--- src/rtl/core/key_matrix_debounce_scanner_unit_macros.svh ---
// ----------------------------------------------------------------------------
// key matrix debounce scanner assertion macros
// shared concurrent assertion forms, clocked on clk, quiet while in reset
// ----------------------------------------------------------------------------
`ifndef KEY_MATRIX_DEBOUNCE_SCANNER_UNIT_MACROS_SVH
`define KEY_MATRIX_DEBOUNCE_SCANNER_UNIT_MACROS_SVH

// same-cycle implication
`define KMDS_ASSERT_NOW(label, ante, cons, msg) \
  label: assert property (@(posedge clk) disable iff (!rst_n) (ante) |-> (cons)) \
    else $error(msg);

// next-cycle implication
`define KMDS_ASSERT_NEXT(label, ante, cons, msg) \
  label: assert property (@(posedge clk) disable iff (!rst_n) (ante) |=> (cons)) \
    else $error(msg);

`endif

--- src/rtl/core/kmds_pkg.sv ---
// ----------------------------------------------------------------------------
// key matrix debounce scanner package
// request and result types, widths and the bit count helper
// ----------------------------------------------------------------------------
package kmds_pkg;

  localparam int COL_W = 14;
  localparam int CNT_W = 7;
  localparam int PC_W  = 4;
  localparam logic [7:0] RESET_PASSES = 8'd5;

  typedef struct packed {
    logic [2:0] row_index;
    logic [7:0] port_a_levels;
    logic [7:0] port_b_levels;
  } kmds_in_t;

  typedef struct packed {
    logic             settled;
    logic             committed;
    logic [COL_W-1:0] stable_row_bits;
    logic [CNT_W-1:0] pressed_count;
  } kmds_out_t;

  typedef struct packed {
    logic clear;
    logic add;
  } kmds_acc_ctl_t;

  // number of ones in one row word
  function automatic logic [PC_W-1:0] kmds_popcount(input logic [COL_W-1:0] w);
    logic [PC_W-1:0] n;
    n = '0;
    for (int i = 0; i < COL_W; i++) begin
      n = n + PC_W'(w[i]);
    end
    return n;
  endfunction

endpackage

--- src/rtl/core/kmds_pop_acc.sv ---
// ----------------------------------------------------------------------------
// kmds_pop_acc
// shared bit count accumulator, adds one row word per cycle while ctl.add is set
// ----------------------------------------------------------------------------
module kmds_pop_acc import kmds_pkg::*; (
  input  logic             clk,
  input  logic             rst_n,
  input  kmds_acc_ctl_t    ctl,
  input  logic [COL_W-1:0] word,
  output logic [CNT_W-1:0] sum_nxt
);

  logic [CNT_W-1:0] acc_r;

  assign sum_nxt = acc_r + CNT_W'(kmds_popcount(word));

  always_ff @(posedge clk) begin
    if (!rst_n) begin
      acc_r <= '0;
    end else if (ctl.clear) begin
      acc_r <= '0;
    end else if (ctl.add) begin
      acc_r <= sum_nxt;
    end
  end

endmodule

--- src/rtl/core/key_matrix_debounce_scanner_unit.sv ---
// ----------------------------------------------------------------------------
// key_matrix_debounce_scanner_unit
// row sample scanner with a global debounce countdown and a stable matrix
// ----------------------------------------------------------------------------
// sequence: an accepted request passes check, an optional commit walk, then done
// flow: one request at a time, taken again the cycle after its result is
//   loaded; a request waits in done while the previous result is not taken;
//   a commit walks the rows through one shared bit count adder
// reset: synchronous active-low rst_n clears both matrices, the pressed
//   count and the result valid; countdown and passes register load five
module key_matrix_debounce_scanner_unit import kmds_pkg::*; #(
  parameter int ROWS = 8
) (
  input  logic       clk,
  input  logic       rst_n,
  // configuration: debounce_passes
  input  logic       cfg_we,
  input  logic [7:0] cfg_wdata,
  // request channel
  input  logic       in_valid,
  output logic       in_ready,
  input  kmds_in_t   in_data,
  // result channel
  output logic       out_valid,
  input  logic       out_ready,
  output kmds_out_t  out_data
);

`include "key_matrix_debounce_scanner_unit_macros.svh"

  localparam int ROW_AW = (ROWS > 1) ? $clog2(ROWS) : 1;

  // sequencer codes
  localparam logic [1:0] S_IDLE   = 2'd0;
  localparam logic [1:0] S_CHECK  = 2'd1;
  localparam logic [1:0] S_COMMIT = 2'd2;
  localparam logic [1:0] S_DONE   = 2'd3;

  logic [1:0]        state_r, state_nxt;
  kmds_in_t          req_r, req_nxt;
  logic [7:0]        passes_r;
  logic [7:0]        countdown_r, countdown_nxt;
  logic [CNT_W-1:0]  key_total_r, key_total_nxt;
  logic [ROW_AW-1:0] idx_r, idx_nxt;
  logic              committed_r, committed_nxt;
  logic              out_valid_r, out_valid_nxt;
  kmds_out_t         out_data_r, out_data_nxt;

  // row storage, one word per row
  logic [COL_W-1:0]  cand_r   [ROWS];
  logic [COL_W-1:0]  stable_r [ROWS];

  // request decode
  logic [COL_W-1:0]  cols;
  logic              row_ok;
  logic              row_last;
  logic [ROW_AW-1:0] row_idx;
  logic [ROW_AW-1:0] cand_addr;
  logic [COL_W-1:0]  cand_rd;
  logic              cand_we;
  logic              stable_we;
  logic [7:0]        reload;
  logic [7:0]        cd_a;
  logic [7:0]        cd_b;

  // shared bit count unit
  kmds_acc_ctl_t     acc_ctl;
  logic [CNT_W-1:0]  acc_sum_nxt;

  // invert active-low pins, port a on top, port b bits 7..2 below
  assign cols     = {~req_r.port_a_levels, ~req_r.port_b_levels[7:2]};
  assign row_ok   = ({1'b0, req_r.row_index} < 4'(ROWS));
  assign row_last = ({1'b0, req_r.row_index} == 4'(ROWS - 1));
  assign row_idx  = req_r.row_index[ROW_AW-1:0];

  // a zero passes setting counts as one
  assign reload   = (passes_r == 8'd0) ? 8'd1 : passes_r;

  // one read port on the candidate rows, commit walk or the sampled row
  assign cand_addr = (state_r == S_COMMIT) ? idx_r : row_idx;
  assign cand_rd   = cand_r[cand_addr];

  assign in_ready  = (state_r == S_IDLE);
  assign out_valid = out_valid_r;
  assign out_data  = out_data_r;

  kmds_pop_acc u_pop_acc (
    .clk     (clk),
    .rst_n   (rst_n),
    .ctl     (acc_ctl),
    .word    (cand_rd),
    .sum_nxt (acc_sum_nxt)
  );

  always_comb begin
    state_nxt     = state_r;
    req_nxt       = req_r;
    countdown_nxt = countdown_r;
    key_total_nxt = key_total_r;
    idx_nxt       = idx_r;
    committed_nxt = committed_r;
    out_data_nxt  = out_data_r;
    out_valid_nxt = out_valid_r && !out_ready;
    cand_we       = 1'b0;
    stable_we     = 1'b0;
    acc_ctl       = '0;
    cd_a          = countdown_r;
    cd_b          = countdown_r - 8'd1;

    case (state_r)
      S_IDLE: begin
        if (in_valid) begin
          req_nxt   = in_data;
          state_nxt = S_CHECK;
        end
      end

      S_CHECK: begin
        committed_nxt = 1'b0;
        state_nxt     = S_DONE;
        if (row_ok) begin
          // changed sample restarts the debounce countdown
          if (cand_rd != cols) begin
            cand_we = 1'b1;
            cd_a    = reload;
          end
          countdown_nxt = cd_a;
          cd_b          = cd_a - 8'd1;
          // end of a pass ticks the countdown
          if (row_last && (cd_a != 8'd0)) begin
            countdown_nxt = cd_b;
            if (cd_b == 8'd0) begin
              idx_nxt       = '0;
              acc_ctl.clear = 1'b1;
              state_nxt     = S_COMMIT;
            end
          end
        end
      end

      S_COMMIT: begin
        // copy one candidate row into the stable matrix and count it
        stable_we   = 1'b1;
        acc_ctl.add = 1'b1;
        if (idx_r == ROW_AW'(ROWS - 1)) begin
          key_total_nxt = acc_sum_nxt;
          committed_nxt = 1'b1;
          state_nxt     = S_DONE;
        end else begin
          idx_nxt = ROW_AW'(idx_r + 1'b1);
        end
      end

      S_DONE: begin
        // result register frees up once the previous result is taken
        if (!out_valid_r || out_ready) begin
          out_data_nxt.settled         = (countdown_r == 8'd0);
          out_data_nxt.committed       = committed_r;
          out_data_nxt.stable_row_bits = row_ok ? stable_r[row_idx] : '0;
          out_data_nxt.pressed_count   = key_total_r;
          out_valid_nxt                = 1'b1;
          state_nxt                    = S_IDLE;
        end
      end

      default: begin
        state_nxt = S_IDLE;
      end
    endcase
  end

  always_ff @(posedge clk) begin
    if (!rst_n) begin
      state_r     <= S_IDLE;
      passes_r    <= RESET_PASSES;
      countdown_r <= RESET_PASSES;
      key_total_r <= '0;
      idx_r       <= '0;
      committed_r <= 1'b0;
      out_valid_r <= 1'b0;
      for (int i = 0; i < ROWS; i++) begin
        cand_r[i]   <= '0;
        stable_r[i] <= '0;
      end
    end else begin
      state_r     <= state_nxt;
      countdown_r <= countdown_nxt;
      key_total_r <= key_total_nxt;
      idx_r       <= idx_nxt;
      committed_r <= committed_nxt;
      out_valid_r <= out_valid_nxt;
      if (cfg_we) begin
        passes_r <= cfg_wdata;
      end
      if (cand_we) begin
        cand_r[row_idx] <= cols;
      end
      if (stable_we) begin
        stable_r[idx_r] <= cand_rd;
      end
    end
  end

  // payload registers
  always_ff @(posedge clk) begin
    req_r      <= req_nxt;
    out_data_r <= out_data_nxt;
  end

  // ---------------------------------------------------------------------------
  // checks
  // ---------------------------------------------------------------------------
  `KMDS_ASSERT_NEXT(a_accept_to_check, in_valid && in_ready, state_r == S_CHECK, "request not checked after accept")
  `KMDS_ASSERT_NOW(a_commit_settled, out_valid_r && out_data_r.committed, out_data_r.settled, "commit reported while countdown nonzero")
  `KMDS_ASSERT_NOW(a_commit_idx, state_r == S_COMMIT, {1'b0, idx_r} < (ROW_AW + 1)'(ROWS), "commit walk past last row")
  `KMDS_ASSERT_NOW(a_count_bound, out_valid_r, out_data_r.pressed_count <= CNT_W'(ROWS * COL_W), "pressed count exceeds matrix size")

endmodule

--- config.mk ---
export PLATFORM = sky130hd
export DESIGN_NAME = key_matrix_debounce_scanner_unit
export DESIGN_NICKNAME = d
export VERILOG_FILES = /design/src/rtl/core/kmds_pkg.sv /design/src/rtl/core/kmds_pop_acc.sv /design/src/rtl/core/key_matrix_debounce_scanner_unit.sv
export VERILOG_INCLUDE_DIRS = /design/src /design/src/rtl/core
export SDC_FILE = /design/constraint.sdc
export NUM_CORES = 1
export LEC_CHECK = 0
export BUFFER_PORTS_ARGS = -buffer_cell sky130_fd_sc_hd__buf_2
export CAP_MARGIN = 25
export CORE_AREA = 5 5 162 164
export CTS_CLUSTER_SIZE = 16
export DETAILED_ROUTE_END_ITERATION = 10
export DIE_AREA = 0 0 167 169
export GPL_TIMING_DRIVEN = 0
export PLACE_DENSITY = 0.87
export SLEW_MARGIN = 20
export SYNTH_ARGS = -nofsm -noshare
export SYNTH_HDL_FRONTEND = slang
export SYNTH_SLANG_ARGS = --single-unit
--- constraint.sdc ---
create_clock -name clk -period 7.5 [get_ports clk]
set_input_delay 0.75 -clock clk [delete_from_list [all_inputs] [get_ports clk]]
set_output_delay 0.75 -clock clk [all_outputs]
set_load 0.02 [all_outputs]
* Word level (Yosys, flattened, before mapping)
Memories as Yosys holds them, arrays and structs flattened. A register that Yosys moved wholly into a read port is not among the register bits.
Cells that the tools add are included.
** Word-level totals
- Register bits after elaboration :: 65
- Latch bits :: 0
- RAM bits :: 224
- Memory bits (read-only) :: 0
- Input bits :: 32
- Output and inout bits :: 25
- Memories :: 2
** Memories
- cand_r :: words 8, bits a word 14, read ports 1, clocked after memory_dff 0, wr ports 8, RTL line key_matrix_debounce_scanner_unit.sv:50 : logic [COL_W-1:0] cand_r [ROWS];
- stable_r :: words 8, bits a word 14, read ports 1, clocked after memory_dff 1, wr ports 8, RTL line key_matrix_debounce_scanner_unit.sv:51 : logic [COL_W-1:0] stable_r [ROWS];
** Operators by class
- $add $sub $neg :: 16
- $mul :: 0
- Divide/modulo/power cells :: 0
- $lt $le $gt $ge :: 0
- Eq/ne operators :: 12
- Shifts and indexed selects :: 0
- Muxes and demuxes :: 38
- Bitwise logic cells :: 3
- Reductions and logical operators :: 20
** Operators by type and width (number)
- 4-bit by 1-bit adder with 4-bit output :: 12
- 8-bit two-way mux :: 4
- 14-bit two-way mux :: 2
- 14-bit OR reduction :: 2
- 8-bit zero test :: 3
- 1-bit two-way mux :: 20
- 3-bit two-way mux :: 6
- 14-bit != test :: 1
- 2-bit != test (second input constant) :: 5
- 8-bit inverter :: 1
- 2-bit case mux with 4 select lines :: 1
- 2-bit AND reduction :: 4
- 8-bit nonzero test :: 1
- 8-bit by 1-bit subtractor with 8-bit output (second input constant) :: 1
- 7-bit by 4-bit adder with 7-bit output :: 1
- 3-bit == test (second input constant) :: 2
- 2-bit two-way mux :: 3
- 6-bit inverter :: 1
- 3-bit case mux with 2 select lines :: 1
- 2-bit == test (second input constant) :: 2
- 4-bit AND reduction :: 1
- 3-bit by 1-bit adder with 3-bit output (second input constant) :: 1
- 3-bit AND reduction :: 1
- 1-bit by 1-bit adder with 2-bit output :: 1
- 10 further kinds :: 12

* Longest topological paths before layout
An unclocked memory read counts as a cell.
- Depth in word-level cells :: 17
- Mapped depth :: 30
- Depth with buffers taken out :: 26

* Hierarchy
Synthesis repeated with hierarchy kept, for this count alone.
** Second synthesis, totals
- Cells, all modules :: 1358
- Area, all modules :: 15129.5 um^2
** Modules (own cells, without submodules)
- key_matrix_debounce_scanner_unit :: times used 1, cells an instance 1266, area an instance 14301.2 um^2, seq. area each 8528.2 um^2
- kmds_pop_acc :: times used 1, cells an instance 92, area an instance 828.3 um^2, seq. area each 140.1 um^2

* Worst setup path before layout
Ideal clock, no wire load.
- Path type :: reg2reg
- From :: register state_r[0]
- To :: register u_pop_acc.acc_r[6]
- Setup time :: 0.122 ns
- Data arrival time :: 6.570 ns
- Path slack :: 0.808 ns
- Cell stages (with the launch flop) :: 29
- Buffers on the path :: 3
- Cell sequence :: dfxtp_1 > inv_1 > ha_1 > buf_6 > buf_6 > and2_1 > buf_6 > a22oi_1 > o211ai_1 > a22oi_4 > inv_1 > ha_1 > fa_1 > inv_1 > fa_1 > inv_1 > fa_1 > inv_1 > fa_1 > fa_1 > fa_1 > inv_1 > fa_1 > a21o_1 > a21oi_1 > nor2b_1 > and3_1 > xnor2_1 > nor2_1
** On the way
- Cells in the longest elaborated chain, start to end :: 17
** Ends and longest elaborated chain
- start, declared :: RTL line key_matrix_debounce_scanner_unit.sv:39 : logic [1:0] state_r, state_nxt;
- start signal, assigned :: RTL line key_matrix_debounce_scanner_unit.sv:186 : state_r <= state_nxt;
- 2-bit == test * :: RTL line key_matrix_debounce_scanner_unit.sv:80 : assign cand_addr = (state_r == S_COMMIT) ? idx_r : row_idx;
- 3-bit two-way mux * :: RTL line key_matrix_debounce_scanner_unit.sv:80
- memory 8 x 14 bit *
- net cand_rd[0] :: RTL line key_matrix_debounce_scanner_unit.sv:59 : logic [COL_W-1:0] cand_rd;
- 1-bit by 1-bit adder with 2-bit output :: RTL line kmds_pkg.sv:35 : n = n + PC_W'(w[i]);
- 4-bit by 1-bit adder with 4-bit output (12 in a row) :: RTL line kmds_pkg.sv:35
- 7-bit by 4-bit adder with 7-bit output :: RTL line kmds_pop_acc.sv:15 : assign sum_nxt = acc_r + CNT_W'(kmds_popcount(word));
- end signal, assigned :: RTL line kmds_pop_acc.sv:23 : acc_r <= sum_nxt;
- end, declared :: RTL line kmds_pop_acc.sv:13 : logic [CNT_W-1:0] acc_r;
The timed path passes the listed nets; every way through them passes the cells marked *. The select of a mux whose other input is x is not followed.
A chain may end at the register's enable or synchronous reset.

* Worst setup path in the final report
- From :: register state_r[0]
- To :: register u_pop_acc.acc_r[6]
** RTL lines (RTL line)
- 2-bit == test * :: key_matrix_debounce_scanner_unit.sv:80
- 3-bit two-way mux * :: key_matrix_debounce_scanner_unit.sv:80
- memory 8 x 14 bit *
- net cand_rd[2] :: key_matrix_debounce_scanner_unit.sv:59
- 4-bit by 1-bit adder with 4-bit output (12 in a row) :: kmds_pkg.sv:35
- 7-bit by 4-bit adder with 7-bit output :: kmds_pop_acc.sv:15
Marks and branches as above.

==> impl_metrics.json <==
{
  "outcome": "finished, final reports clean",
  "startpoint_type": "flip-flop",
  "yosysWarnings": 0,
  "worstHoldPathType": "input pin to flip-flop",
  "leakage_nw": 6.27,
  "grt_usage": 0.304,
  "clock_skew_ns": 0.0187,
  "critPathSlowestCell": "fa_1",
  "first_global_vias": 11536,
  "dpl_cell_area_sq_um": 15800,
  "die_h_um": 169,
  "postRouteWirelength_mm": 44.8,
  "drive_gt1_frac": 0.168,
  "grt_first_pass_wirelength_mm": 66.3,
  "path_max_fanout": 10,
  "cts_tree": "built",
  "antenna_cells": 0,
  "yosysUniqueCellTypes": 81,
  "max_freq_mhz": 137,
  "async_flop_share": 0,
  "num-nets-final": 1495,
  "cp_data_required_time_ns": 7.95,
  "slew_headroom": 0.337,
  "cts.sinks": 301,
  "cts_root_buf": "clkbuf_16",
  "finalWeightedCongestion": 0.990,
  "start_util": 0.606,
  "post-dp-hpwl_mm": 29.2,
  "fp.coreArea_sq_um": 24700,
  "rows": 58,
  "dieArea_sq_um": 28200,
  "drcViolationCount": 0,
  "grt_antenna_before_repair": 0,
  "numCtsBuffers": 29,
  "die_x_um": 167,
  "clk_pin_slew_worst_paths_ns": 0.07,
  "critPathTopFamily": "adder cells",
  "min_period_over_period": 0.976,
  "fill_cells": 1694,
  "syn_to_final_growth_pct": 12.4,
  "cts_hold_buf": 0,
  "ioPinCount": 57,
  "min_period_ns": 7.32,
  "overflow": 0,
  "synth_seq_cells": 301,
  "postLayoutCellArea_sq_um": 16900,
  "synth_enable_flop_cells": 264,
  "critical_path_class": "flip-flop to flip-flop",
  "syn_nets": 1397,
  "maxCapViolations": 0,
  "postSynthCellCount": 1336,
  "avgSynthCellArea_sq_um": 11.2,
  "syn_area_sq_um": 15000,
  "wire_per_inst_um": 25.0,
  "drv_slew": 0,
  "cts_buffer_depth": 3,
  "numPortBuffers": 53,
  "critPathBufInv": 9,
  "post-route-util": 0.681,
  "ant_nets": 0,
  "drt_iter0_drc": 2202,
  "end_kind": "flip-flop",
  "p_per_area_nw_per_um2": 429,
  "hold_viol": 0,
  "cts_max_level": 1,
  "worstMarginPinSlew_ns": 0.994,
  "synth_flop_cell": "edfxtp_1",
  "slowest_delay_ns": 0.55,
  "ir_drop_uv": 713,
  "seq_area_frac_synth": 0.578,
  "finalSetupViolCount": 0,
  "cp.arrival_ns": 7.77,
  "vias": 11950,
  "clock_latency_ns": 0.57,
  "first_pass_iters": 9,
  "viasPerCell": 6.69,
  "grt_max_degree": 24,
  "crit_top_cell": "fa_1"
}
[metal layers]
layer / GRT usage / wire [um] / part of all wire
met1: 0.393 / 15400 / 0.34
met2: 0.489 / 20400 / 0.46
met3: 0.0731 / 6440 / 0.14
met4: 0.145 / 2530 / 0.056
met5: 0 / 0 / 0
[final cells by class]
type                       count  area [sq um]  area share
multi-input combinational    906          5810       0.344
sequential                   301          8670       0.514
inverter                      28           105     0.00624
tap                          330           413      0.0245
clock buffer                  42           840      0.0498
buffer                       100           527      0.0313
clock inverter                12          86.3     0.00512
timing repair buffer          68           408      0.0242
[cell families after synthesis]
group / synth area share
AND/OR/NAND/NOR: 0.172
flip-flops: 0.578
AO/OA/AOI/OAI: 0.124
buffers and inverters: 0.0417
multiplexers: 0.0391
adder cells (fa/ha/maj): 0.0287
XOR/XNOR: 0.0164
[state kept, by name, indices dropped and copies added (netlist names)]
signal and count:
cand_r 112, committed_r 1, countdown_r 8, idx_r 3, key_total_r 7, out_data 23
out_valid 1, passes_r 8, req_r 14, row_idx 3, stable_r 112, state_r 2
u_pop_acc.acc_r 7
[synthesized netlist by cell type (all sizes together) (3+ instances only)]
master,instances,share of area
clkbuf,46,0.012
xnor2,13,0.0076
mux2i,31,0.022
and3,6,0.0025
and2,7,0.0031
nor4,7,0.0029
o21a,6,0.0030
nor2,256,0.066
nand2b,24,0.010
nor3,57,0.026
dfxtp,37,0.049
nand2,119,0.030
a21oi,71,0.025
a221oi,18,0.013
mux2,13,0.010
nor2b,34,0.015
buf,55,0.023
a22o,15,0.0088
o211ai,7,0.0035
o21ai,47,0.017
a211oi,13,0.0065
xor2,15,0.0088
or3,6,0.0025
nand4,4,0.0027
a22oi,15,0.0091
a21o,3,0.0015
mux4,5,0.0075
edfxtp,264,0.53
a221o,10,0.0067
o32ai,4,0.0058
o22ai,20,0.010
nand3,18,0.0080
ha,20,0.017
or2,3,0.0014
o31ai,6,0.0030
fa,9,0.012
inv,28,0.0070
[per-stage QoR]
| stage | setup TNS (ns) | hold WS (ns) | setup WS, ns | cells | power (W) |
|---|---|---|---|---|---|
| after floorplan | 0 | 0.408 | 0.808 | 1336 | 0.00463 |
| final | 0 | 0.357 | 0.181 | 1787 | 0.00724 |
| after global routing | -0.193 | 0.362 | -0.115 | 1787 | 0.00764 |
| after CTS | 0 | 0.358 | 0.00879 | 1781 | 0.00703 |
| after detailed placement | -0.837 | 0.419 | -0.312 | 1725 | 0.00556 |
| after global placement | -0.343 | 0.415 | -0.204 | 1719 | 0.00538 |
[where the power goes]
group | total [W] | switching, W | internal (W)
logic | 0.00374 | 0.00235 | 0.00140
clock network | 0.00145 | 0.000642 | 0.000811
registers | 0.00204 | 0.0000597 | 0.00198
[path summary, 6_finish.rpt]
path                  startpoint                 end  slack (ns)  cells after the start
hold / removal       in_data[17]          row_idx[1]        0.36                      1
setup / recovery      state_r[0]  u_pop_acc.acc_r[6]        0.18                     27
hold reg to reg   key_total_r[0]         out_data[0]        0.43                      0
setup reg to reg      state_r[0]  u_pop_acc.acc_r[6]        0.18                     27
[placed cells by master (no fill, tap or decap), types with 10 or more instances in the layout]
| cell type | instances |
|---|---|
| a211oi_1 | 13 |
| a21oi_1 | 68 |
| a221o_1 | 10 |
| a221oi_1 | 12 |
| a22o_1 | 15 |
| a22oi_1 | 10 |
| buf_1 | 14 |
| buf_2 | 77 |
| buf_4 | 15 |
| buf_6 | 12 |
| clkbuf_1 | 52 |
| clkbuf_16 | 30 |
| dfxtp_1 | 37 |
| edfxtp_1 | 264 |
| ha_1 | 20 |
| inv_1 | 28 |
| mux2_2 | 12 |
| mux2i_1 | 30 |
| nand2_1 | 118 |
| nand2b_1 | 24 |
| nand3_1 | 12 |
| nor2_1 | 253 |
| nor2b_1 | 31 |
| nor3_1 | 37 |
| nor3_2 | 20 |
| o21ai_0 | 38 |
| o22ai_1 | 16 |
| xnor2_1 | 13 |
| xor2_1 | 15 |
[repair_timing]
item / in CTS / in global routing
setup buffers: 3 / 6
endpoints found under the setup margin: 6 / 6
resized for setup: 2 / 9
pin swaps: 2 / 4
(Power assumes the default switching activity.)
